--- config.mk ---
export PLATFORM = sky130hd
export DESIGN_NAME = gfps_line
export DESIGN_NICKNAME = d
export VERILOG_FILES = /design/src/rtl/gfps_pkg.sv /design/src/rtl/gfps_cell.sv /design/src/rtl/gfps_line.sv
export SDC_FILE = /design/constraint.sdc
export NUM_CORES = 2
export LEC_CHECK = 0
export BUFFER_PORTS_ARGS = -buffer_cell sky130_fd_sc_hd__buf_2
export CAP_MARGIN = 10
export CELL_PAD_IN_SITES_DETAIL_PLACEMENT = 0
export CELL_PAD_IN_SITES_GLOBAL_PLACEMENT = 1
export CORE_MARGIN = 4
export CORE_UTILIZATION = 58
export CTS_BUF_LIST = sky130_fd_sc_hd__clkbuf_4
export DETAILED_ROUTE_END_ITERATION = 7
export MAX_ROUTING_LAYER = met4
export PLACE_DENSITY_LB_ADDON = 0.12
export SYNTH_ARGS = -nofsm -noshare
export SYNTH_HDL_FRONTEND = slang
export SYNTH_SLANG_ARGS = --single-unit
--- constraint.sdc ---
create_clock -name clk -period 2.6 [get_ports clk]
set_input_delay 0.65 -clock clk [delete_from_list [all_inputs] [get_ports clk]]
set_output_delay 0.65 -clock clk [all_outputs]
set_load 0.01 [all_outputs]
--- src/rtl/gfps_pkg.sv ---
// Shared constants and types for the grid first-peak scanner.
`timescale 1ns / 1ps
`default_nettype none

package gfps_pkg;

	// Largest grid side and width of one grid value.
	localparam int MAX_DIM    = 128;
	localparam int VALUE_BITS = 16;
	localparam int DIM_BITS   = (MAX_DIM > 2) ? $clog2(MAX_DIM) : 1;

	// Configuration port.
	localparam int CFG_INDEX_BITS = 8;
	localparam int CFG_DATA_BITS  = 8;
	localparam logic [CFG_INDEX_BITS-1:0] REG_ROW_COUNT    = CFG_INDEX_BITS'(0);
	localparam logic [CFG_INDEX_BITS-1:0] REG_COLUMN_COUNT = CFG_INDEX_BITS'(1);

	typedef logic [VALUE_BITS-1:0] value_t;
	typedef logic [DIM_BITS-1:0]   dim_t;

	// Control shared by every cell of a line delay chain.
	typedef struct packed {
		logic shift;
		dim_t entry_pos;
	} chain_ctrl_t;

endpackage

`default_nettype wire

--- src/rtl/gfps_cell.sv ---
// One storage cell of a line delay chain.
`timescale 1ns / 1ps
`default_nettype none

module gfps_cell (
	input  wire                  clk,
	input  gfps_pkg::chain_ctrl_t ctrl,
	input  gfps_pkg::dim_t        slot,
	input  gfps_pkg::value_t      head_data,
	input  gfps_pkg::value_t      left_data,
	output gfps_pkg::value_t      data
);

	gfps_pkg::value_t data_q;

	// The cell at the entry position takes the new value; the others take their left neighbor.
	always_ff @(posedge clk) begin
		if (ctrl.shift) begin
			data_q <= (ctrl.entry_pos == slot) ? head_data : left_data;
		end
	end

	assign data = data_q;

endmodule

`default_nettype wire

--- src/rtl/gfps_line.sv ---
// Line delay chain: a row of cells whose length follows the column count.
`timescale 1ns / 1ps
`default_nettype none

module gfps_line (
	input  wire                   clk,
	input  gfps_pkg::chain_ctrl_t ctrl,
	input  gfps_pkg::value_t      head_data,
	output gfps_pkg::value_t      tail_data,
	output gfps_pkg::value_t      pre_tail_data
);

	gfps_pkg::value_t cell_data [gfps_pkg::MAX_DIM];

	for (genvar i = 0; i < gfps_pkg::MAX_DIM; i++) begin : g_cell
		if (i == 0) begin : g_first
			gfps_cell u_cell (
				.clk       (clk),
				.ctrl      (ctrl),
				.slot      (gfps_pkg::DIM_BITS'(i)),
				.head_data (head_data),
				.left_data (head_data),
				.data      (cell_data[i])
			);
		end else begin : g_rest
			gfps_cell u_cell (
				.clk       (clk),
				.ctrl      (ctrl),
				.slot      (gfps_pkg::DIM_BITS'(i)),
				.head_data (head_data),
				.left_data (cell_data[i-1]),
				.data      (cell_data[i])
			);
		end
	end

	// Values entered a full line ago and one item less than that.
	assign tail_data     = cell_data[gfps_pkg::MAX_DIM-1];
	assign pre_tail_data = cell_data[gfps_pkg::MAX_DIM-2];

endmodule

`default_nettype wire

# Word level (Yosys, flattened, before mapping)
# Index checks and enable logic that the tools add are counted.
dict set report classes {
  n_eq_ne 127
  n_mux 127
}
# operator count
set ops {}
lappend ops {{two-way mux 16 bit} 127}
lappend ops {{equality test 7 bit (second input constant)} 64}
lappend ops {{equality test 7 x 6 -> 1 bit (second input constant)} 32}
lappend ops {{equality test 7 x 5 -> 1 bit (second input constant)} 16}
lappend ops {{equality test 7 x 4 -> 1 bit (second input constant)} 8}
lappend ops {{equality test 7 x 3 -> 1 bit (second input constant)} 4}
lappend ops {{equality test 7 x 2 -> 1 bit (second input constant)} 2}
lappend ops {{equality test 7 x 1 -> 1 bit (second input constant)} 1}
dict set report word_totals {
  ff_bits 2048
  input_bits 25
  out_inout_bits 32
  wordCells 382
}

# Depth between registers and ports, before layout
dict set report depth {
  ltp_word 2
  mapped_depth 6
  depth_no_buf 3
}

# Hierarchy
# From an unflattened synthesis, not the netlist that was laid out.
dict set report unflattened {
  cells_unflattened 5378
  hier_area_um2 97380.9
}
# mod n_inst cells_per_inst area_per_inst_um2 seq_area_each_um2
set modules_own_cells {}
lappend modules_own_cells {gfps_cell 128 42 760.7 480.5}
lappend modules_own_cells {gfps_line 1 2 7.5 0.0}

# Worst setup path before layout
# No wires, ideal clock.
dict set report synth_path {
  path_type {input to register}
  startpoint {in ctrl[4] (netlist name)}
  endpoint {reg g_cell[79].g_rest.u_cell.data_q[10], data pin}
  setup_ns 0.260
  arrival_time_ns 2.051
  required_ns 2.340
  setup_slack_ns 0.289
  cell_stages 5
  path_buffers 2
  cell_sequence {or3b_2 buf_2 nor2_2 buf_4 mux2_2}
}
dict set report synth_via {
  elab_chain_len 2
}
# item line
set synth_lines {}
lappend synth_lines {{start: declaration} gfps_line.sv:7} ;# input gfps_pkg::chain_ctrl_t ctrl,
lappend synth_lines {{equality test 7 bit} gfps_cell.sv:19} ;# data_q <= (ctrl.entry_pos == slot) ? head_data : left_data;
lappend synth_lines {{two-way mux 16 bit} gfps_cell.sv:19}
lappend synth_lines {{end signal: assignment} gfps_cell.sv:19}
lappend synth_lines {{end: declaration} gfps_cell.sv:14} ;# gfps_pkg::value_t data_q;
# No other way between the ends.
# A chain may end at the register's enable or synchronous reset.

# Worst setup path in the final report
dict set report layout_path {
  startpoint {reg g_cell[126].g_rest.u_cell.data_q[15]}
  endpoint {out pre_tail_data[15]}
}
# item line
set layout_lines {}
lappend layout_lines {{start: declaration} gfps_cell.sv:14}
lappend layout_lines {{start signal: assignment} gfps_cell.sv:19}
lappend layout_lines {{end: declaration} gfps_line.sv:10} ;# output gfps_pkg::value_t pre_tail_data
# No word-level cell between the ends.

==> qor.csv <==
stage,metric,value,unit
sta,Final period util,99.00,%
clocking,worst-skew pair later-pin latency,1.24,ns
logic_synthesis,mux cell area share after synthesis,26.16,%
grt,GR Util met3,4.975,%
floorplan,die area,0.1571,mm^2
grt,antenna violations before repair,15,
critical_path,Setup crit end kind,output port,
logic_synthesis,synthesized instance count,4655,
finish,share of layout cells above drive strength 1,60.95,%
floorplan,# rows,142,
drt,Pre-Repair DR Iteration Count,5,
power_and_ir_drop,Design Power,70.51,mW
critical_path,worst path cell trace,buf_2,
placement,RePlAce Congestion,0.7864,
clocking,CTS tree,yes,
clocking,CTS H-Tree Depth,6,
grt,met2 Use GR,36.56,%
critical_path,CP peak stage delay,0.52,ns
power_and_ir_drop,leakage power total,35.02,nW
clocking,maximum clock insertion buffer count,4,
finish,"commonest non-fill, non-tap cell in the layout",edfxtp_1,
grt,global-route wire length before repair,265.7,mm
clocking,Worst-path clk slew,0.07,ns
logic_synthesis,synth unique cells,23,
critical_path,kind of critical path,reg2out,
logic_synthesis,mapped cell area,0.08747,mm^2
clocking,CTS root buf,clkbuf_4,
sta,Max Fclk,388.5,MHz
drt,DR WL/cell,22.44,um
critical_path,startpoint types,flip-flop,
logic_synthesis,post-synthesis simple-gate area fraction,1.167,%
floorplan,IO Pins,57,
logic_synthesis,Yosys reg bits,2048,
logic_synthesis,fraction of the mapped netlist area in adder cells,0,%
drt,drc violations,0,
clocking,post_cts resized,0,
floorplan,core box area,0.1498,mm^2
critical_path,CP Max Fanout,2,
finish,"Cell Count, Final, Fillers Out",7546,
drt,via count,42740,
drt,via/cell ratio,5.663,
grt,number of global-route vias before repair,45860,
logic_synthesis,Mapped Avg Cell Area,18.79,um^2
logic_synthesis,Yosys top cell area share,70.31,%
critical_path,Worst Path Buf+Inv,1,
sta,slew margin rel.,38.00,%
power_and_ir_drop,Peak supply drop,0.0004810,V
sta,min Tclk post-route,2.574,ns
sta,Final Setup Violations,0,
logic_synthesis,warnings from Yosys,0,
drt,Post-Route WL,169.4,mm
placement,dpl cells,6607,
floorplan,chip width,396.3,um
logic_synthesis,post-synthesis compound-gate area fraction,0,%
logic_synthesis,cell type with the highest aggregate area in the netlist,edfxtp_1,
logic_synthesis,sequential share of the synthesized area,70.31,%
clocking,postcts setup bufs,0,
critical_path,CP max stage cell,edfxtp_1,
grt,GRT Util Overall,22.47,%
critical_path,cell family with most CP delay,flip-flops,
floorplan,Initial Utilization,58.40,%
placement,PortBufs,56,
critical_path,critical path arrival,1.92,ns
logic_synthesis,largest family of logic cells by synthesized area,multiplexers,
outcome,status,"finished, final reports clean",
finish,Layout Nets,5192,
sta,Final Hold Fails,0,
drt,drt initial violations,2741,
sta,clock skew,0.06544,ns
drt,ANT nets after route,0,
run,max-cap violations,0,
sta,Hold Slack,0.2350,ns
grt,GRT overflow,0,
finish,"Area growth, synth to finish",13.51,%
critical_path,required time worst endpoint,1.95,ns
grt,met1 global-route usage,28.40,%
floorplan,Die H,396.3,um
grt,largest net degree at the start of global routing,95,
hold_path,HP Class,in2reg,
logic_synthesis,ranking of synthesized cells by area,"edfxtp_1 70%, mux2_2 26%, clkbuf_1 0.97%",
finish,most frequent cells in the layout,"2,048 x edfxtp_1, 2,032 x mux2_2, 841 x clkbuf_4, 162 x buf_4, 138 x buf_12",
clocking,TritonCTS Buffers,558,
power_and_ir_drop,total power per unit cell area,710.1,mW/mm^2
logic_synthesis,syn_nets,4680,
clocking,TritonCTS Sinks,2048,
sta,RSZ-0062 raised after global routing,true,
logic_synthesis,Post-Synth XOR/XNOR Area,0,%
placement,DP HPWL,99.69,mm
grt,GRT Max-Usage Layer,met2,
sta,"Slew Viols, Final",0,
sta,Worst-Margin Slew,0.9300,ns
logic make-up (layout without fill, tap and decap cells):
group | after synthesis | count (layout)
muxes | 2032 | 2032
DFF | 2048 | 2048
other | 0 | 7
buffers and inverters | 416 | 1284
and+or+nand+nor | 159 | 159
state kept, by name (all words and copies together) (netlist names):
register,count
g_cell.g_first.u_cell.data,16
g_cell.g_rest.u_cell.data,2032
layer usage:
layer	vias up	wire [um]	part of all wire, %
li1	19540	-	-
met4	0	3395	2.0
met1	21970	72150	43
met2	941	85910	51
met5	-	0	0
met3	290	7908	4.7
final cells by class:
cell class,instances,area [um^2]
clock inverters,75,444.2
fillers,10420,50490
diodes,7,17.52
flip-flops and latches,2048,61500
repair buffers,368,4481
multi-input cells,2191,24010
well taps,2016,2522
clock buffers,841,6314
worst paths after layout:
kind	from	end	slack, ns	cells past startpoint
worst max-delay path	g_cell[126].g_rest.u_cell.data[15]	pre_tail_data[15]	0.03	1
worst min-delay path	head_data[5]	g_cell[0].g_first.u_cell.data[5]	0.24	2
worst max register to register	g_cell[126].g_rest.u_cell.data[8]	g_cell[127].g_rest.u_cell.data[8]	1.46	1
worst min register to register	g_cell[66].g_rest.u_cell.data[0]	g_cell[67].g_rest.u_cell.data[0]	0.50	1
synth_stat cells:
library cell  instances
and3_1                1
and3b_1               3
and4bb_2              2
buf_2                91
buf_4                95
buf_6                 5
clkbuf_1            225
edfxtp_1           2048
mux2_2             2032
nand2_1              25
nand2_2              62
nand3_1               1
nand3b_1              3
nand4_2               1
nand4b_1              4
nor2_2               40
nor3_1                1
nor3b_1               3
nor4_4                1
nor4b_1               4
nor4bb_1              4
or3_1                 1
or3b_2                3
power breakdown:
group	switching (mW)	total (mW)	leakage (nW)	internal, mW
clock	12.6	27.8	4.10	15.2
sequential	0.488	39.0	20.0	38.5
combinational	2.00	3.70	10.9	1.70
total	15.1	70.5	35.0	55.4
through the flow:
step / cell area, um^2 / worst slack [ns] / setup TNS (ns) / utilization (%)
CTS: 99270 / -0.1420 / -0.3559 / 66.28
global route: 99290 / -0.1120 / -0.2931 / 66.29
global placement: 92350 / -0.3008 / -22.30 / 61.66
detailed placement: 92350 / -0.2649 / -30.98 / 61.66
floorplan: 87470 / 0.2894 / 0 / -
finish: 99290 / 0.02613 / 0 / 66.29
timing repair:
| action | 4_1_cts | 5_1_grt |
|---|---|---|
| endpoints found under the setup margin | 3 | 3 |
| cloned | 0 | 0 |
| hold buffers | 16 | 0 |
| hold endpoints to repair | 506 | 0 |
Power figures use the tool's default switching activity.
